## src/sv/icep_pkg.sv

```systemverilog
// ----------------------------------------------------------------------------
// icep_pkg
// types, codes and tables shared by the isdn call endpoint state machine
// ----------------------------------------------------------------------------
`default_nettype none

package icep_pkg;

    typedef enum logic [2:0] {
        ST_NULL = 3'd0,
        ST_RCVD = 3'd1,
        ST_CONN = 3'd2,
        ST_PROC = 3'd3,
        ST_RELR = 3'd4,
        ST_OVLP = 3'd5
    } state_t;

    // event codes
    localparam logic [4:0] EV_ALERT_REQ   = 5'd0;
    localparam logic [4:0] EV_CONN_REQ    = 5'd1;
    localparam logic [4:0] EV_PROC_REQ    = 5'd2;
    localparam logic [4:0] EV_SETUPACK_REQ = 5'd3;
    localparam logic [4:0] EV_REL_REQ     = 5'd4;
    localparam logic [4:0] EV_INFO_REQ    = 5'd5;
    localparam logic [4:0] EV_ENQ_REQ     = 5'd6;
    localparam logic [4:0] EV_DL_ESTAB    = 5'd7;
    localparam logic [4:0] EV_DL_REL      = 5'd8;
    localparam logic [4:0] EV_RX_ALERT    = 5'd9;
    localparam logic [4:0] EV_RX_PROC     = 5'd10;
    localparam logic [4:0] EV_RX_CONN     = 5'd11;
    localparam logic [4:0] EV_RX_PROGRESS = 5'd12;
    localparam logic [4:0] EV_RX_DISC     = 5'd13;
    localparam logic [4:0] EV_RX_REL      = 5'd14;
    localparam logic [4:0] EV_RX_RELCOMP  = 5'd15;
    localparam logic [4:0] EV_RX_STATUS   = 5'd16;
    localparam logic [4:0] EV_RX_INFO     = 5'd17;
    localparam logic [4:0] EV_RX_ENQ      = 5'd18;
    localparam logic [4:0] EV_RX_OTHER    = 5'd20;
    localparam logic [4:0] EV_T304        = 5'd22;
    localparam logic [4:0] EV_T308        = 5'd23;
    localparam logic [4:0] EV_T322        = 5'd24;

    // messages sent
    localparam logic [2:0] MSG_NONE    = 3'd0;
    localparam logic [2:0] MSG_REL     = 3'd1;
    localparam logic [2:0] MSG_RELCOMP = 3'd2;
    localparam logic [2:0] MSG_STATUS  = 3'd3;
    localparam logic [2:0] MSG_ENQ     = 3'd4;
    localparam logic [2:0] MSG_INFO    = 3'd5;

    // upper layer indications
    localparam logic [3:0] IND_NONE       = 4'd0;
    localparam logic [3:0] IND_ALERT      = 4'd1;
    localparam logic [3:0] IND_PROC       = 4'd2;
    localparam logic [3:0] IND_CONN       = 4'd3;
    localparam logic [3:0] IND_PROGRESS   = 4'd4;
    localparam logic [3:0] IND_INFO       = 4'd5;
    localparam logic [3:0] IND_REL        = 4'd6;
    localparam logic [3:0] IND_RELCOMP    = 4'd7;
    localparam logic [3:0] IND_REL_RELCOMP = 4'd8;
    localparam logic [3:0] IND_STATUS_ERR = 4'd9;

    // timer mask bits
    localparam logic [2:0] TM_NONE = 3'b000;
    localparam logic [2:0] TM_T304 = 3'b001;
    localparam logic [2:0] TM_T308 = 3'b010;
    localparam logic [2:0] TM_T322 = 3'b100;
    localparam logic [2:0] TM_ALL  = 3'b111;

    // causes
    localparam logic [6:0] CAUSE_NONE       = 7'd0;
    localparam logic [6:0] CAUSE_RESP_ENQ   = 7'd30;
    localparam logic [6:0] CAUSE_TEMP_FAIL  = 7'd41;
    localparam logic [6:0] CAUSE_NOT_IMPL   = 7'd97;
    localparam logic [6:0] CAUSE_NOT_COMPAT = 7'd101;
    localparam logic [6:0] CAUSE_TIMER      = 7'd102;

    localparam logic [2:0] ENQ_COUNT_MAX     = 3'd7;
    localparam logic [2:0] MAX_ENQ_RESET     = 3'd3;

    typedef struct packed {
        logic [4:0] req_type;
        logic       decode_ok;
        logic       has_call_state;
        logic [5:0] call_state_value;
        logic       has_cause;
        logic [6:0] cause_value;
        logic [7:0] msg_type_byte;
    } in_item_t;

    typedef struct packed {
        logic [2:0] next_state;
        logic [2:0] send_msg;
        logic [6:0] send_cause;
        logic [7:0] diag_byte;
        logic [5:0] reported_state;
        logic [3:0] indication;
        logic [2:0] timer_start;
        logic [2:0] timer_stop;
        logic       unexpected;
    } out_item_t;

    typedef struct packed {
        state_t     call_state;
        logic [2:0] timers_running;
        logic       release_retried;
        logic [2:0] enquiry_count;
    } ctx_t;

    // call state number carried in the call state element
    function automatic logic [5:0] ie_of(input state_t s);
        logic [5:0] v;
        case (s)
            ST_NULL: v = 6'd0;
            ST_RCVD: v = 6'd7;
            ST_CONN: v = 6'd8;
            ST_PROC: v = 6'd9;
            ST_RELR: v = 6'd19;
            ST_OVLP: v = 6'd25;
            default: v = 6'd0;
        endcase
        return v;
    endfunction

endpackage

`default_nettype wire

```

## src/sv/icep_if.sv

```systemverilog
// ----------------------------------------------------------------------------
// icep_if
// valid/ready channels of the isdn call endpoint state machine
// ----------------------------------------------------------------------------
`default_nettype none

interface icep_in_if;
    logic               valid;
    logic               ready;
    icep_pkg::in_item_t data;
    modport source (output valid, output data, input ready);
    modport sink (input valid, input data, output ready);
endinterface

interface icep_out_if;
    logic                valid;
    logic                ready;
    icep_pkg::out_item_t data;
    modport source (output valid, output data, input ready);
    modport sink (input valid, input data, output ready);
endinterface

interface icep_cfg_if;
    logic       valid;
    logic       ready;
    logic [2:0] data;
    modport source (output valid, output data, input ready);
    modport sink (input valid, input data, output ready);
endinterface

`default_nettype wire

```

## src/sv/icep_decide.sv

```systemverilog
// ----------------------------------------------------------------------------
// icep_decide
// transition and action logic for one event against the current call context
// ----------------------------------------------------------------------------
`default_nettype none

module icep_decide (
    input  wire icep_pkg::in_item_t  item,
    input  wire icep_pkg::ctx_t      ctx,
    input  wire logic [2:0]          max_enquiries,
    output icep_pkg::out_item_t      act,
    output icep_pkg::ctx_t           ctx_next
);

    always_comb
    begin
        icep_pkg::state_t s;
        icep_pkg::state_t nxt;
        logic [2:0] run;
        logic [2:0] newrun;
        logic [2:0] msg;
        logic [6:0] cause;
        logic [7:0] diag;
        logic [5:0] rep;
        logic [3:0] ind;
        logic [2:0] start;
        logic [2:0] stop;
        logic       unexp;
        logic       retried;
        logic [2:0] enq;
        logic       ok;
        logic       skip;
        logic       not_compat;

        s       = ctx.call_state;
        nxt     = s;
        run     = ctx.timers_running;
        msg     = icep_pkg::MSG_NONE;
        cause   = icep_pkg::CAUSE_NONE;
        diag    = 8'd0;
        rep     = 6'd0;
        ind     = icep_pkg::IND_NONE;
        start   = icep_pkg::TM_NONE;
        stop    = icep_pkg::TM_NONE;
        unexp   = 1'b0;
        retried = ctx.release_retried;
        enq     = ctx.enquiry_count;
        ok      = item.decode_ok;
        skip    = 1'b0;
        not_compat = 1'b0;

        // an expiry clears its own running bit
        if (item.req_type == icep_pkg::EV_T304) run = run & ~icep_pkg::TM_T304;
        if (item.req_type == icep_pkg::EV_T308) run = run & ~icep_pkg::TM_T308;
        if (item.req_type == icep_pkg::EV_T322) run = run & ~icep_pkg::TM_T322;

        case (item.req_type)
            icep_pkg::EV_ALERT_REQ, icep_pkg::EV_CONN_REQ,
            icep_pkg::EV_PROC_REQ, icep_pkg::EV_SETUPACK_REQ:
            begin
                if (s != icep_pkg::ST_NULL)
                    unexp = 1'b1;
                else if (item.req_type == icep_pkg::EV_ALERT_REQ)
                    nxt = icep_pkg::ST_RCVD;
                else if (item.req_type == icep_pkg::EV_CONN_REQ)
                    nxt = icep_pkg::ST_CONN;
                else if (item.req_type == icep_pkg::EV_PROC_REQ)
                    nxt = icep_pkg::ST_PROC;
                else
                begin
                    start = start | icep_pkg::TM_T304;
                    nxt   = icep_pkg::ST_OVLP;
                end
            end
            icep_pkg::EV_REL_REQ:
            begin
                if (s == icep_pkg::ST_RELR)
                    unexp = 1'b1;
                else
                begin
                    if (s == icep_pkg::ST_OVLP) stop = stop | icep_pkg::TM_T304;
                    msg   = icep_pkg::MSG_REL;
                    cause = icep_pkg::CAUSE_NONE;
                    start = start | icep_pkg::TM_T308;
                    nxt   = icep_pkg::ST_RELR;
                end
            end
            icep_pkg::EV_INFO_REQ:
            begin
                if (s == icep_pkg::ST_RCVD || s == icep_pkg::ST_CONN ||
                    s == icep_pkg::ST_PROC)
                    msg = icep_pkg::MSG_INFO;
                else if (s == icep_pkg::ST_OVLP)
                begin
                    msg   = icep_pkg::MSG_INFO;
                    stop  = stop | icep_pkg::TM_T304;
                    start = start | icep_pkg::TM_T304;
                end
                else
                    unexp = 1'b1;
            end
            icep_pkg::EV_ENQ_REQ:
            begin
                if (s == icep_pkg::ST_NULL)
                    unexp = 1'b1;
                else if ((run & icep_pkg::TM_T322) == icep_pkg::TM_NONE)
                begin
                    msg   = icep_pkg::MSG_ENQ;
                    start = start | icep_pkg::TM_T322;
                    enq   = 3'd0;
                end
            end
            icep_pkg::EV_DL_ESTAB:
            begin
                if (s == icep_pkg::ST_OVLP)
                begin
                    stop  = stop | icep_pkg::TM_T304;
                    msg   = icep_pkg::MSG_REL;
                    cause = icep_pkg::CAUSE_TEMP_FAIL;
                    start = start | icep_pkg::TM_T308;
                    nxt   = icep_pkg::ST_RELR;
                    ind   = icep_pkg::IND_REL;
                end
            end
            icep_pkg::EV_DL_REL:
            begin
                if (s != icep_pkg::ST_NULL)
                begin
                    stop = stop | icep_pkg::TM_ALL;
                    ind  = icep_pkg::IND_REL_RELCOMP;
                    nxt  = icep_pkg::ST_NULL;
                end
            end
            icep_pkg::EV_RX_ALERT:
            begin
                if (s == icep_pkg::ST_PROC || s == icep_pkg::ST_OVLP)
                begin
                    if (ok)
                    begin
                        if (s == icep_pkg::ST_OVLP) stop = stop | icep_pkg::TM_T304;
                        nxt = icep_pkg::ST_RCVD;
                        ind = icep_pkg::IND_ALERT;
                    end
                end
                else
                    not_compat = 1'b1;
            end
            icep_pkg::EV_RX_PROC:
            begin
                if (s == icep_pkg::ST_OVLP)
                begin
                    if (ok)
                    begin
                        stop = stop | icep_pkg::TM_T304;
                        nxt  = icep_pkg::ST_PROC;
                        ind  = icep_pkg::IND_PROC;
                    end
                end
                else
                    not_compat = 1'b1;
            end
            icep_pkg::EV_RX_CONN, icep_pkg::EV_RX_PROGRESS:
            begin
                if (s == icep_pkg::ST_RCVD || s == icep_pkg::ST_PROC ||
                    s == icep_pkg::ST_OVLP)
                begin
                    if (ok)
                    begin
                        if (s == icep_pkg::ST_OVLP) stop = stop | icep_pkg::TM_T304;
                        if (item.req_type == icep_pkg::EV_RX_CONN)
                        begin
                            nxt = icep_pkg::ST_CONN;
                            ind = icep_pkg::IND_CONN;
                        end
                        else
                            ind = icep_pkg::IND_PROGRESS;
                    end
                end
                else
                    not_compat = 1'b1;
            end
            icep_pkg::EV_RX_DISC:
            begin
                if (s == icep_pkg::ST_NULL)
                    not_compat = 1'b1;
                else if (s != icep_pkg::ST_RELR && ok)
                begin
                    if (s == icep_pkg::ST_OVLP) stop = stop | icep_pkg::TM_T304;
                    msg   = icep_pkg::MSG_REL;
                    cause = icep_pkg::CAUSE_NONE;
                    start = start | icep_pkg::TM_T308;
                    nxt   = icep_pkg::ST_RELR;
                    ind   = icep_pkg::IND_REL;
                end
            end
            icep_pkg::EV_RX_REL, icep_pkg::EV_RX_RELCOMP:
            begin
                if (s == icep_pkg::ST_NULL)
                    not_compat = 1'b1;
                else if (ok)
                begin
                    if (s == icep_pkg::ST_RELR)
                    begin
                        stop = stop | icep_pkg::TM_T308;
                        ind  = icep_pkg::IND_RELCOMP;
                    end
                    else
                    begin
                        if (s == icep_pkg::ST_OVLP) stop = stop | icep_pkg::TM_T304;
                        if (item.req_type == icep_pkg::EV_RX_REL)
                            msg = icep_pkg::MSG_RELCOMP;
                        ind = icep_pkg::IND_REL_RELCOMP;
                    end
                    nxt = icep_pkg::ST_NULL;
                end
            end
            icep_pkg::EV_RX_STATUS:
            begin
                if (s == icep_pkg::ST_NULL)
                    not_compat = 1'b1;
                else if (ok)
                begin
                    if (s == icep_pkg::ST_RELR)
                    begin
                        if (item.has_call_state && item.call_state_value == 6'd0)
                        begin
                            stop = stop | icep_pkg::TM_T308;
                            ind  = icep_pkg::IND_RELCOMP;
                            nxt  = icep_pkg::ST_NULL;
                        end
                    end
                    else
                    begin
                        // enquiry answered: not implemented ends handling, response to enquiry stops t322
                        if ((run & icep_pkg::TM_T322) != icep_pkg::TM_NONE && item.has_cause)
                        begin
                            if (item.cause_value == icep_pkg::CAUSE_NOT_IMPL)
                                skip = 1'b1;
                            else if (item.cause_value == icep_pkg::CAUSE_RESP_ENQ)
                                stop = stop | icep_pkg::TM_T322;
                        end
                        if (!skip)
                        begin
                            if (item.has_call_state && item.call_state_value == 6'd0)
                            begin
                                stop = stop | icep_pkg::TM_ALL;
                                ind  = icep_pkg::IND_REL_RELCOMP;
                                nxt  = icep_pkg::ST_NULL;
                            end
                            else if (!(item.has_call_state &&
                                       item.call_state_value == icep_pkg::ie_of(s)))
                            begin
                                stop  = stop | icep_pkg::TM_ALL;
                                msg   = icep_pkg::MSG_REL;
                                cause = icep_pkg::CAUSE_NOT_COMPAT;
                                start = start | icep_pkg::TM_T308;
                                nxt   = icep_pkg::ST_RELR;
                                ind   = icep_pkg::IND_STATUS_ERR;
                            end
                        end
                    end
                end
            end
            icep_pkg::EV_RX_INFO:
            begin
                if (s == icep_pkg::ST_NULL)
                    not_compat = 1'b1;
                else if ((s == icep_pkg::ST_RCVD || s == icep_pkg::ST_CONN ||
                          s == icep_pkg::ST_PROC) && ok)
                    ind = icep_pkg::IND_INFO;
            end
            icep_pkg::EV_RX_ENQ:
            begin
                msg   = icep_pkg::MSG_STATUS;
                cause = icep_pkg::CAUSE_RESP_ENQ;
                rep   = icep_pkg::ie_of(s);
            end
            icep_pkg::EV_RX_OTHER:
            begin
                not_compat = 1'b1;
            end
            icep_pkg::EV_T304:
            begin
                if (s != icep_pkg::ST_OVLP)
                    unexp = 1'b1;
                else
                begin
                    msg   = icep_pkg::MSG_REL;
                    cause = icep_pkg::CAUSE_TIMER;
                    start = start | icep_pkg::TM_T308;
                    nxt   = icep_pkg::ST_RELR;
                    ind   = icep_pkg::IND_REL;
                end
            end
            icep_pkg::EV_T308:
            begin
                if (s != icep_pkg::ST_RELR)
                    unexp = 1'b1;
                else if (!ctx.release_retried)
                begin
                    msg     = icep_pkg::MSG_REL;
                    start   = start | icep_pkg::TM_T308;
                    retried = 1'b1;
                end
                else
                begin
                    ind = icep_pkg::IND_RELCOMP;
                    nxt = icep_pkg::ST_NULL;
                end
            end
            icep_pkg::EV_T322:
            begin
                if (s == icep_pkg::ST_NULL)
                    unexp = 1'b1;
                else if (ctx.enquiry_count > max_enquiries)
                begin
                    msg   = icep_pkg::MSG_REL;
                    cause = icep_pkg::CAUSE_TEMP_FAIL;
                    start = start | icep_pkg::TM_T308;
                    nxt   = icep_pkg::ST_RELR;
                    ind   = icep_pkg::IND_REL;
                end
                else
                begin
                    msg   = icep_pkg::MSG_ENQ;
                    start = start | icep_pkg::TM_T322;
                    if (ctx.enquiry_count < icep_pkg::ENQ_COUNT_MAX)
                        enq = ctx.enquiry_count + 3'd1;
                end
            end
            default:
            begin
                unexp = 1'b0;
            end
        endcase

        // message not compatible with the call state
        if (not_compat)
        begin
            unexp = 1'b1;
            if (s != icep_pkg::ST_NULL)
            begin
                msg   = icep_pkg::MSG_STATUS;
                cause = icep_pkg::CAUSE_NOT_COMPAT;
                diag  = item.msg_type_byte;
                rep   = icep_pkg::ie_of(s);
            end
        end

        newrun = (run & ~stop) | start;

        // back to null: everything stops and the counters clear
        if (nxt == icep_pkg::ST_NULL)
        begin
            stop    = stop | run | start;
            start   = icep_pkg::TM_NONE;
            newrun  = icep_pkg::TM_NONE;
            retried = 1'b0;
            enq     = 3'd0;
        end

        act.next_state     = nxt;
        act.send_msg       = msg;
        act.send_cause     = cause;
        act.diag_byte      = diag;
        act.reported_state = rep;
        act.indication     = ind;
        act.timer_start    = start;
        act.timer_stop     = stop;
        act.unexpected     = unexp;

        ctx_next.call_state      = nxt;
        ctx_next.timers_running  = newrun;
        ctx_next.release_retried = retried;
        ctx_next.enquiry_count   = enq;
    end

endmodule

`default_nettype wire

```

## src/sv/isdn_call_endpoint_fsm.sv

```systemverilog
// ----------------------------------------------------------------------------
// isdn_call_endpoint_fsm
// network side layer 3 call control for one isdn endpoint
// ----------------------------------------------------------------------------
// One event item in, one action item out. An accepted item is held in an
// input register; once the output register is empty or being read, the
// decision logic applies it to the call context (state, running timers,
// release retry flag, enquiry count) and the action lands in the output
// register, where the result is offered until it is taken. One item is
// taken every cycle while the output is not stalled: the context feedback
// loop is a single combinational pass from the context registers back to
// themselves. The input takes a new item while a result waits as long as
// the input register is free. The configuration channel is always ready;
// write max_enquiries only while no item is in flight.
`default_nettype none

module isdn_call_endpoint_fsm (
    input  wire logic    clk,
    input  wire logic    rst_n,
    icep_in_if.sink      in_ch,
    icep_out_if.source   out_ch,
    icep_cfg_if.sink     cfg
);

    icep_pkg::in_item_t  in_item_reg;
    logic                in_valid_reg;
    icep_pkg::out_item_t out_item_reg;
    logic                out_valid_reg;
    icep_pkg::ctx_t      ctx_reg;
    icep_pkg::ctx_t      ctx_next;
    icep_pkg::out_item_t act;
    logic [2:0]          max_enq_reg;
    logic                advance;

    // item moves from the input register into the output register
    assign advance      = in_valid_reg && (!out_valid_reg || out_ch.ready);
    assign in_ch.ready  = !in_valid_reg || advance;
    assign out_ch.valid = out_valid_reg;
    assign out_ch.data  = out_item_reg;
    assign cfg.ready    = 1'b1;

    icep_decide u_decide (
        .item          (in_item_reg),
        .ctx           (ctx_reg),
        .max_enquiries (max_enq_reg),
        .act           (act),
        .ctx_next      (ctx_next)
    );

    always_ff @(posedge clk or negedge rst_n)
    begin
        if (!rst_n)
        begin
            in_valid_reg                <= 1'b0;
            out_valid_reg               <= 1'b0;
            ctx_reg.call_state          <= icep_pkg::ST_NULL;
            ctx_reg.timers_running      <= icep_pkg::TM_NONE;
            ctx_reg.release_retried     <= 1'b0;
            ctx_reg.enquiry_count       <= 3'd0;
            max_enq_reg                 <= icep_pkg::MAX_ENQ_RESET;
        end
        else
        begin
            if (in_ch.ready)
                in_valid_reg <= in_ch.valid;
            if (advance)
            begin
                out_valid_reg <= 1'b1;
                ctx_reg       <= ctx_next;
            end
            else if (out_ch.ready)
                out_valid_reg <= 1'b0;
            if (cfg.valid)
                max_enq_reg <= cfg.data;
        end
    end

    // payload registers
    always_ff @(posedge clk)
    begin
        if (in_ch.ready && in_ch.valid)
            in_item_reg <= in_ch.data;
        if (advance)
            out_item_reg <= act;
    end

endmodule

`default_nettype wire

```

## src/flat_wrapper.sv

```systemverilog
// flat-port wrapper written by rule: the top's interface ports become plain ports
module isdn_call_endpoint_fsm_flat 
  (clk, rst_n, in_ch_valid, in_ch_data, in_ch_ready, out_ch_valid, out_ch_data, out_ch_ready, cfg_valid, cfg_data, cfg_ready);
  icep_in_if in_ch_i ();
  icep_out_if out_ch_i ();
  icep_cfg_if cfg_i ();
  input  wire logic clk;
  input  wire logic rst_n;
  input wire logic [$bits(in_ch_i.valid)-1:0] in_ch_valid;
  input wire logic [$bits(in_ch_i.data)-1:0] in_ch_data;
  output wire logic [$bits(in_ch_i.ready)-1:0] in_ch_ready;
  output wire logic [$bits(out_ch_i.valid)-1:0] out_ch_valid;
  output wire logic [$bits(out_ch_i.data)-1:0] out_ch_data;
  input wire logic [$bits(out_ch_i.ready)-1:0] out_ch_ready;
  input wire logic [$bits(cfg_i.valid)-1:0] cfg_valid;
  input wire logic [$bits(cfg_i.data)-1:0] cfg_data;
  output wire logic [$bits(cfg_i.ready)-1:0] cfg_ready;
  assign in_ch_i.valid = in_ch_valid;
  assign in_ch_i.data = in_ch_data;
  assign in_ch_ready = in_ch_i.ready;
  assign out_ch_valid = out_ch_i.valid;
  assign out_ch_data = out_ch_i.data;
  assign out_ch_i.ready = out_ch_ready;
  assign cfg_i.valid = cfg_valid;
  assign cfg_i.data = cfg_data;
  assign cfg_ready = cfg_i.ready;
  isdn_call_endpoint_fsm u_core (.clk(clk), .rst_n(rst_n), .in_ch(in_ch_i), .out_ch(out_ch_i), .cfg(cfg_i));
endmodule
```

## config.mk

```make
export PLATFORM = sky130hd
export DESIGN_NAME = isdn_call_endpoint_fsm_flat
export DESIGN_NICKNAME = d
export VERILOG_FILES = /design/src/sv/icep_pkg.sv /design/src/sv/icep_if.sv /design/src/sv/icep_decide.sv /design/src/sv/isdn_call_endpoint_fsm.sv /design/src/flat_wrapper.sv
export SDC_FILE = /design/constraint.sdc
export NUM_CORES = 1
export LEC_CHECK = 0
export BUFFER_PORTS_ARGS = -buffer_cell sky130_fd_sc_hd__buf_2
export CORE_MARGIN = 2
export CORE_UTILIZATION = 61
export DETAILED_ROUTE_END_ITERATION = 6
export GPL_TIMING_DRIVEN = 0
export PLACE_DENSITY = 0.86
export SLEW_MARGIN = 10
export SYNTH_ARGS = -nofsm -noshare
export SYNTH_HDL_FRONTEND = slang
export SYNTH_SLANG_ARGS = --single-unit
```

## constraint.sdc

```tcl
create_clock -name clk -period 7.3 [get_ports clk]
set_clock_uncertainty 0.05 [all_clocks]
set_input_delay 0.365 -clock clk [delete_from_list [all_inputs] [get_ports clk]]
set_output_delay 0.365 -clock clk [all_outputs]
set_load 0.01 [all_outputs]
```

# Word level (Yosys, flattened, before mapping)
# Cells that the tools add are included.
# Widths: inputs -> output; s select.
[totals]
register_bits = 82
input_bits = 37
out_inout_bits = 41
elab_cells = 290
[classes]
add_sub_neg = 1
order_cmp = 2
n_eq_ne = 38
muxes = 188
bitwise_logic = 5
n_reduce_logical = 33
[ops]
columns = ["op", "count"]
rows = [
  ["$mux 3", 78],
  ["$mux 6", 11],
  ["$mux 7", 9],
  ["$pmux 3 s10", 2],
  ["$pmux 4 s12", 1],
  ["$mux 1", 47],
  ["$mux 2", 21],
  ["$eq 5x4->1 const B", 8],
  ["$mux 4", 10],
  ["$pmux 3 s13", 1],
  ["$eq 5x5->1 const B", 7],
  ["$pmux 7 s5", 1],
  ["$pmux 3 s11", 1],
  ["$pmux 5 s5", 1],
  ["$eq 5x3->1 const B", 4],
  ["$pmux 5 s4", 1],
  ["$ne 3x3->1 const B", 4],
  ["$eq 5x2->1 const B", 2],
  ["$logic_not 3->1", 3],
  ["$or 3x3->3", 3],
  ["$eq 7x5->1 const B", 1],
  ["$eq 7x7->1 const B", 1],
  ["$logic_and 1x1->1", 7],
  ["$logic_or 1x1->1", 7],
  ["28 further kinds", 36],
]

# Logic depth before layout (Yosys ltp)
# Gate-level depths: netlist of the first run.
[depth]
depth_word = 28
ltp_mapped = 11
mapped_depth_nobuf = 11

# By module
# A second synthesis of the first run with hierarchy kept.
[unflattened]
cells_unflattened = 434
area_unflattened_um2 = 4586.9
[modules_own_cells]
columns = ["mod", "n_inst", "cells_each", "area_per_inst_um2", "seq_area_each_um2"]
rows = [
  ["isdn_call_endpoint_fsm", 1, 105, 2643.8, 2389.8],
  ["icep_decide", 1, 329, 1943.1, 0.0],
]

# Worst setup path after synthesis of the first run
# No wires, ideal clock.
[synth_path]
kind = "register to register"
start = "reg u_core.ctx_reg[9] (netlist bit)"
end = "reg u_core.ctx_reg[1] (netlist bit)"
setup_time_ns = 0.079
t_arrival_ns = 2.429
required_ns = 7.171
slack_ns = 4.742
stages_incl_launch_ff = 10
n_path_buf = 1
synth_period_minus_slack_ns = 2.558
cell_sequence = "dfrtp_1 -> buf_2 -> a21bo_4 -> or3_1 -> a222oi_1 -> a32oi_1 -> a2111oi_4 -> o221ai_2 -> a21oi_2 -> mux2i_1"
[synth_via]
elab_chain_cells = 20
elab_cells_between_ends = 59
classes_between = "eq/ne (13); mux (36); reduce/logical (10)"
[synth_lines]
columns = ["element", "line", "text"]
rows = [
  ["start, declared", "isdn_call_endpoint_fsm.sv:29", "icep_pkg::ctx_t ctx_reg;"],
  ["start signal, assigned", "isdn_call_endpoint_fsm.sv:69", "ctx_reg <= ctx_next;"],
  ["$eq 3x3->1, or another cell as far along", "n/a", ""],
  ["$pmux 5 s4", "icep_pkg.sv:113", "case (s)"],
  ["$mux 6", "icep_decide.sv:244", "if (item.has_call_state && item.call_state_value == 6'd0)"],
  ["$mux 6", "icep_decide.sv:242", "if (!skip)"],
  ["$mux 6", "icep_decide.sv:223", "if (s == icep_pkg::ST_RELR)"],
  ["$mux 6", "icep_decide.sv:221", "else if (ok)"],
  ["$mux 6", "icep_decide.sv:219", "if (s == icep_pkg::ST_NULL)"],
  ["$mux 6", "icep_decide.sv:57", "case (item.req_type)"],
  ["(+4 left out)", "n/a", ""],
  ["$mux 3", "icep_decide.sv:242", ""],
  ["$mux 3", "icep_decide.sv:223", ""],
  ["$mux 3", "icep_decide.sv:221", ""],
  ["$mux 3", "icep_decide.sv:219", ""],
  ["$pmux 3 s13", "icep_decide.sv:57", ""],
  ["$logic_not 3->1", "icep_decide.sv:353", "if (nxt == icep_pkg::ST_NULL)"],
  ["$ne 3x3->1 (no line), or another cell as far along", "n/a", ""],
  ["$reduce_and 7->1 (no line)", "n/a", ""],
]
# Several ways; a longest one is shown, not always the timed one. The select of a mux whose other input is x is not followed.
# A chain may end at the register's enable or synchronous reset.

==> summary.md, run 1 <==
| Metric | Value |
|---|---|
| DP Worst Slack | 4.104 ns |
| NetSw | 0.4034 mW |
| Critical Path AT | 3.46 ns |
| Area of the multi-input gates | 1861 µm² |
| Layout cells sized above 1 | 23.21% |
| Power Internal | 0.8567 mW |
| Post-route ant nets | 0 |
| Vias | 3836 |
| Mux contribution to synthesized area | 0.7114% |
| Worst vdd ir | 0.1427 mV |
| Core Rows | 30 |
| Drt first pass iters | 5 |
| Number of flops mapped to enable cells by yosys | 66 |
| Cell Area, Synth | 4397 µm² |
| Nets | 556 |
| Mean Syn Cell Area | 10.35 µm² |
| Clock power share | 29.8% |
| Width of the chip | 88.90 µm |
| Least-Margin Pin Slew | 0.7378 ns |
| Status | finished clean |
| Cell Pwr Density | 245.5 nW/µm² |
| Largest net degree at the start of global routing | 39 |
| Hold Slack | 0.1156 ns |
| Register Area | 2360 µm² |
| Critical path, cell by cell | buf_2 -> nor3_1 -> clkbuf_1 -> mux2i_1 -> o31ai_1 -> a21oi_1 -> nor2_1 -> nor2_1 -> o31ai_1 |
| DR vias/cell | 6.258 |
| Sequential cell area fraction in the yosys report | 53.67% |
| Die footprint | 7903 µm² |
| Die H | 88.90 µm |
| Layout Cells excl Fill | 613 |
| Ys flop type | edfxtp_1 |
| Final Cycle Share | 45.61% |
| First-pass GRT wire length | 18.48 mm |
| Vias in the first global route | 3693 |
| CP required | 7.43 ns |
| Total clock buffers created by CTS | 9 |
| CP Max Fanout | 10 |
| Crit path largest cell delay | 0.53 ns |
| Clock slew at reported path FFs | 0.09 ns |
| Latest clock arrival within the worst-skew pair | 0.37 ns |
| FFs w/ async S/R, synth | 18.52% |
| Area added between synthesis and finish | 16.73% |
| Maximum clock frequency | 300.3 MHz |
| P_leak | 2.028 nW |
| Setup TNS | 0 ns |
| Unrepaired setup endpoints after global routing | no |
| Fraction of synthesized cell area in xor and xnor cells | 0.5976% |
| Filler instances | 502 |
| Synth Area in Adders | 1.992% |
| GPL Wtd Cong | 1.046 |
| Seq pwr share | 45.6% |
| Cells after DPL | 596 |
| Post-synthesis simple-gate area fraction | 20.01% |
| Register bit count reported by yosys | 81 |
| CP Class | reg -> reg |
| Final Hold Fails | 0 |
| Global route overflow | 0 |
| Clock Path Buffers | 2 |
| CTS root buf | clkbuf_8 |
| Total Wirelength | 12.03 mm |
| # diodes | 0 |
| Net Count, Synth | 469 |
| Clock Sinks | 81 |
| CTS H-Tree Depth | 3 |
| Main combinational cell family by area after synthesis | simple AND/OR/NAND/NOR gates |
| Post-Syn Instances | 425 |
| Combinational power share | 24.6% |
| Sw Ratio | 32.01% |
| Initial Util | 64.01% |
| Slew Limit Headroom | 50.74% |
| Area of the core | 6869 µm² |
| Synth Area in Compound Gates | 18.81% |
| Yosys warns | 0 |
| Max FFs per register | 37 |
| Worst setup SP type | flip-flop |
| # DRC | 0 |
| Post-route minimum period | 3.330 ns |
| Yosys cell types | 74 |
| Min-delay worst type | in -> reg |
| Fin. max-slew vios | 0 |
| Slowest stage cell, crit path | clkbuf_1 |
| All-Layer GR Usage | 31.84% |
| Crit end category | flip-flop |
| DP HPWL | 8.999 mm |
| WL per Instance | 19.62 µm |
| Antenna violations before repair | 0 |
| Final setup viols | 0 |
| Final WS setup | 3.970 ns |
| Initial DRC Count | 446 |
| Max Cap Viol | 0 |
| CTS tree | built |
| IO Pins | 78 |
| PostCTS Resize Cnt | 0 |
| Input/output buffers | 75 |
## path summary, 6_finish.rpt
path,from,end,slack [ns],depth (start not counted)
worst max-delay path,u_core.ctx_reg[8]$_DFFE_PN0P_,u_core.out_ch.data[33]$_DFFE_PP_,3.97,9
worst min-delay path,in_ch_data[0],u_core.in_item_reg[0]$_DFFE_PP_,0.12,1
worst max register to register,u_core.ctx_reg[8]$_DFFE_PN0P_,u_core.out_ch.data[33]$_DFFE_PP_,3.97,9
worst min register to register,u_core.in_valid_reg$_DFFE_PN0N_,u_core.out_ch.valid$_DFFE_PN0P_,0.48,1
max in group asynchronous,rst_n,u_core.max_enq_reg[0]$_DFFE_PN1P_,6.49,2
min in group asynchronous,rst_n,u_core.ctx_reg[7]$_DFFE_PN0P_,0.40,2
## power by group through the flow
stage	clock network (mW)	logic (mW)	registers, mW
3_5_place_dp	0	0.300	0.586
2_1_floorplan	0	0.187	0.595
4_1_cts	0.377	0.302	0.576
3_3_place_gp	0	0.292	0.582
5_1_grt	0.390	0.334	0.580
6_report	0.375	0.310	0.575
## Yosys cell counts, drive strengths merged, types with 3 or more instances
library cell   n  area, µm²
or3            3      18.77
nand2         38      145.1
nor2          41      153.9
edfxtp        66       1982
a211oi         5      47.54
o21a           3      22.52
nand2b        12      75.07
and2          10      62.56
a21boi         4      30.03
clkbuf        15      56.30
ha             7      87.58
nor3          14      70.07
a31oi          6      37.54
nand3b         4      30.03
nand4b         3      26.28
or4            3      22.52
a21oi         22      113.9
o22ai          4      25.02
o31ai          6      45.04
o211ai         7      57.55
nand3         17      85.08
buf           10      57.55
o21ai         28      140.1
dfrtp         13      325.3
inv           16      60.06
nor2b         10      62.56
## kinds of logic after synthesis
logic type | Yosys count
flip-flops | 81
other | 2
buffers and inverters | 42
AO/OA/AOI/OAI | 116
multiplexers | 3
adder cells (fa/ha/maj) | 7
AND/OR/NAND/NOR | 171
XOR/XNOR | 3
## metal layers
| layer | global-route usage [%] | wire [µm] | up-vias |
|---|---|---|---|
| met5 | 0 | 0 | - |
| met4 | 14.60 | 488 | 0 |
| met3 | 7.664 | 1150 | 45 |
| met2 | 51.63 | 5731 | 280 |
| met1 | 40.63 | 4655 | 1752 |
| li1 | - | - | 1759 |
## area by class of cell
class	instances	area share (%)
Tap cell	96	2.340
Multi-Input combinational cell	302	36.25
Inverter	17	1.243
Buffer	25	2.218
Clock buffer	9	2.413
Timing Repair Buffer	76	7.509
Clock inverter	7	2.048
Sequential cell	81	45.98
## through the flow
step / cell area, µm² / utilization, % / power, mW
after global placement: 4892 / 71.22 / 0.8747
after floorplan: 4397 / - / 0.7812
after global routing: 5132 / 74.72 / 1.304
final: 5132 / 74.72 / 1.260
after detailed placement: 4892 / 71.22 / 0.8862
after CTS: 5131 / 74.70 / 1.254
## worst max-delay path: cells and delay by family, from the launching register on
family / cells / cell delay (ns)
and+or+nand+nor: 3 / 1.10
buffers and inverters: 2 / 0.74
AOI/OAI and AO/OA: 3 / 0.69
DFF: 1 / 0.43
muxes: 1 / 0.15
## repair_timing
item                                    CTS  global route
endpoints found under the hold margin    13             0
hold buffers                              1             0
setup buffers                             0             0
endpoints found under the setup margin    0             0
## cell usage in the layout (no fill, tap or decap), types with 3 or more instances in the layout
master    instances
a211oi_1          3
a21boi_0          4
a21oi_1          21
a31oi_1           6
and2_1            9
buf_2            82
buf_4             3
clkbuf_1         15
clkbuf_8          9
dfrtp_1          13
edfxtp_1         66
ha_1              7
inv_1            15
inv_6             3
nand2_1          37
nand2b_1         12
nand3_1          17
nand3b_1          4
nand4b_1          3
nor2_1           41
nor2b_1          10
nor3_1           14
o211ai_1          6
o21a_1            3
o21ai_0          27
o22ai_1           4
o31ai_1           6
or3_1             3
or4_1             3
Note: power is estimated with default switching activity, not from simulation.
==> run 2: changes to the inputs <==
--- a/config.mk
+++ b/config.mk
@@ -5,12 +5,13 @@
 export SDC_FILE = /design/constraint.sdc
 export NUM_CORES = 1
 export LEC_CHECK = 0
+export ABC_AREA = 1
 export BUFFER_PORTS_ARGS = -buffer_cell sky130_fd_sc_hd__buf_2
 export CORE_MARGIN = 2
-export CORE_UTILIZATION = 61
+export CORE_UTILIZATION = 56
 export DETAILED_ROUTE_END_ITERATION = 6
 export GPL_TIMING_DRIVEN = 0
-export PLACE_DENSITY = 0.86
+export PLACE_DENSITY = 0.8
 export SLEW_MARGIN = 10
 export SYNTH_ARGS = -nofsm -noshare
 export SYNTH_HDL_FRONTEND = slang
==> constraint.sdc (replaced) <==
create_clock -name clk -period 3.34 [get_ports clk]
set_clock_uncertainty 0.05 [all_clocks]
set_input_delay 0.167 -clock clk [delete_from_list [all_inputs] [get_ports clk]]
set_output_delay 0.167 -clock clk [all_outputs]
set_load 0.01 [all_outputs]
==> run 2 against run 1 <==
  * Clock power increased by 100%
  * Die area rose by 5.6%
  * Largest cell class unchanged
  * Core utilization decreased by 1.9 points
  * Design area grew 3.9%
  * First-iteration DRC count down 7.4%
  * Maximum frequency increased by 24%
  * Sequential share of layout area decreased by 1.7 points
  * Critical path type unchanged
==> summary.md, run 2 <==
| Metric | Value |
|---|---|
| Top post-synthesis cells by area | edfxtp_1 46%, nand2_1 9.1%, dfrtp_1 7.6%, nor2_1 5.6%, inv_1 5.1% |
| Least-Margin Pin Slew | 1.083 ns |
| # diodes | 0 |
| Critical path, cell by cell | nand2_1 -> clkinv_1 -> nand2_2 -> nand2_1 -> inv_1 -> nor2_1 -> nand3b_1 -> nand2_1 -> nand3_1 -> nor2_2 -> nand2_1 -> nor2_2 -> nand2_1 -> nand2_1 |
| Total clock buffers created by CTS | 9 |
| Clock Sinks | 81 |
| DR vias/cell | 5.599 |
| Die H | 91.38 µm |
| Metal-1 WL | 4.877 mm |
| Highest Signal Layer | met4 |
| FFs w/ async S/R, synth | 18.52% |
| Hold Path Cell Cnt | 4 |
| Synth top area share | 46.36% |
| Clock Path Buffers | 2 |
| CTS H-Tree Depth | 3 |
| Global route overflow | 0 |
| Cell Pwr Density | 575.2 nW/µm² |
| CP Class | reg -> reg |
| Vias in the first global route | 3851 |
| Slowest stage cell, crit path | edfxtp_1 |
| Crit path top cell by count | nand2_1 |
| DP HPWL | 8.246 mm |
| Slew Limit Headroom | 27.71% |
| Post-Syn Instances | 478 |
| Worst vdd ir | 0.3598 mV |
| CP required | 3.53 ns |
| Initial Util | 58.32% |
| Yosys warns | 0 |
| Vias | 3936 |
| Worst setup SP type | flip-flop |
| Core Rows | 31 |
| WL per Instance | 17.50 µm |
| Area added between synthesis and finish | 24.79% |
| Maximum clock frequency | 371.9 MHz |
| Ys flop type | edfxtp_1 |
| All-Layer GR Usage | 31.22% |
| Commonest non-fill, non-tap cell in the layout | nand2_1 |
| CTS root buf | clkbuf_8 |
| Min-delay worst type | in -> reg |
| Width of the chip | 91.38 µm |
| Mean Syn Cell Area | 8.944 µm² |
| PostCTS Resize Cnt | 0 |
| Layout cells sized above 1 | 22.85% |
| Number of flops mapped to enable cells by yosys | 66 |
| Largest net degree at the start of global routing | 46 |
| Sequential cell area fraction in the yosys report | 55.19% |
| Fin. max-slew vios | 0 |
| Initial DRC Count | 413 |
| Commonest cells post-synth | 104 x nand2_1, 66 x edfxtp_1, 64 x nor2_1, 58 x inv_1, 41 x nand3_1 |
| P_leak | 2.510 nW |
| Final setup viols | 0 |
| # DRC | 0 |
| Max Cap Viol | 0 |
| Clock slew at reported path FFs | 0.09 ns |
| Post-synth top area cell | edfxtp_1 |
| IO Pins | 78 |
| CTS tree | built |
| Cell Area, Synth | 4275 µm² |
| Met3 WL | 1.088 mm |
| Register bit count reported by yosys | 81 |
| Latest clock arrival within the worst-skew pair | 0.37 ns |
| Total Wirelength | 12.30 mm |
| Crit end category | flip-flop |
| Die footprint | 8349 µm² |
| Yosys cell types | 48 |
| Nets | 643 |
| Input/output buffers | 75 |
| Critical Path AT | 2.88 ns |
| Setup Fix Bufs, Post-CTS | 0 |
| Area of the core | 7331 µm² |
| Post-route ant nets | 0 |
| Post-route minimum period | 2.689 ns |
| Setup TNS | 0 ns |
| Drt first pass iters | 5 |
| Status | finished clean |
| Antenna violations before repair | 0 |
| Net Count, Synth | 522 |
| Final Cycle Share | 80.50% |
| Final Hold Fails | 0 |
| Hold Slack | 0.06893 ns |
| Cell with the most instances after synthesis | nand2_1 |
| Commonest non-fill, non-tap cells in the layout | 104 x nand2_1, 76 x buf_2, 66 x edfxtp_1 |
| Filler instances | 532 |
| Met2 wire length | 5.827 mm |
| GPL Wtd Cong | 0.9855 |
| Worst R2R Path Depth | 14 |
| CP Max Fanout | 6 |
| Crit path largest cell delay | 0.53 ns |
| Max FFs per register | 37 |
| Unrepaired setup endpoints after global routing | no |
| First-pass GRT wire length | 19.71 mm |
[run 2: worst paths after layout]
kind,startpoint,endpoint,slack [ns]
min in group asynchronous,rst_n,u_core.out_ch.valid$_DFFE_PN0P_,0.19
max,u_core.in_item_reg[24]$_DFFE_PP_,u_core.out_ch.data[3]$_DFFE_PP_,0.65
max in group asynchronous,rst_n,u_core.max_enq_reg[0]$_DFFE_PN1P_,2.75
min,out_ch_ready,u_core.out_ch.valid$_DFFE_PN0P_,0.07
min reg2reg,u_core.ctx_reg[4]$_DFFE_PN0P_,u_core.ctx_reg[4]$_DFFE_PN0P_,0.45
max reg2reg,u_core.in_item_reg[24]$_DFFE_PP_,u_core.out_ch.data[3]$_DFFE_PP_,0.65
[run 2: kinds of logic (layout without fill, tap and decap cells)]
family	Yosys count	after routing	synth area share [%]
multiplexers	1	1	0.2634
flip-flops	81	81	55.19
adder cells (fa/ha/maj)	7	7	2.048
XOR/XNOR	2	2	0.4098
buffers and inverters	78	204	7.550
AND/OR/NAND/NOR	253	253	26.25
AO/OA/AOI/OAI	54	54	8.107
other	2	2	0.1757
[run 2: routing by layer]
layer	GRT usage, %	up-vias
li1	-	1840
met1	39.70	1797
met2	50.43	249
met3	7.054	50
met4	15.40	0
met5	0	-
[run 2: power by group]
group / switching [mW] / total [mW] / internal [mW]
combinational: 0.680 / 0.979 / 0.299
sequential: 0.0559 / 1.32 / 1.27
clock: 0.406 / 0.765 / 0.359
[run 2: repair_timing]
| item | CTS | global route |
|---|---|---|
| endpoints found under the setup margin | 0 | 0 |
| hold buffers | 35 | 0 |
| hold endpoints to repair | 48 | 0 |
[run 2: area by class of cell]
class                   instances  area [µm²]  share of cell area (%)
clock buffers                   9       123.9                   2.322
clock inverters                 7       85.08                   1.595
well taps                      99       123.9                   2.322
flip-flops and latches         81        2360                   44.23
repair buffers                110       725.7                   13.60
inverters                      71       270.3                   5.066
plain buffers                   7       53.80                   1.008
multi-input cells             319        1593                   29.85
[run 2: worst max-delay path, delay by kind of cell, from the launching register on]
family | cells | cell delay, ns
buffers and inverters | 2 | 0.30
flip-flops | 1 | 0.53
AND/OR/NAND/NOR | 12 | 1.68
[run 2: through the flow]
| stage | std cells | setup WS [ns] | instance area [µm²] | total power [mW] | util [%] |
|---|---|---|---|---|---|
| after floorplan | 478 | 1.285 | 4275 | 1.953 | - |
| after global placement | 652 | 0.7434 | 4775 | 2.252 | 65.13 |
| after detailed placement | 652 | 0.7399 | 4776 | 2.267 | 65.15 |
| after CTS | 703 | 0.7310 | 5335 | 3.042 | 72.78 |
| after global routing | 703 | 0.4682 | 5335 | 3.221 | 72.78 |
| final | 703 | 0.6514 | 5335 | 3.069 | 72.78 |
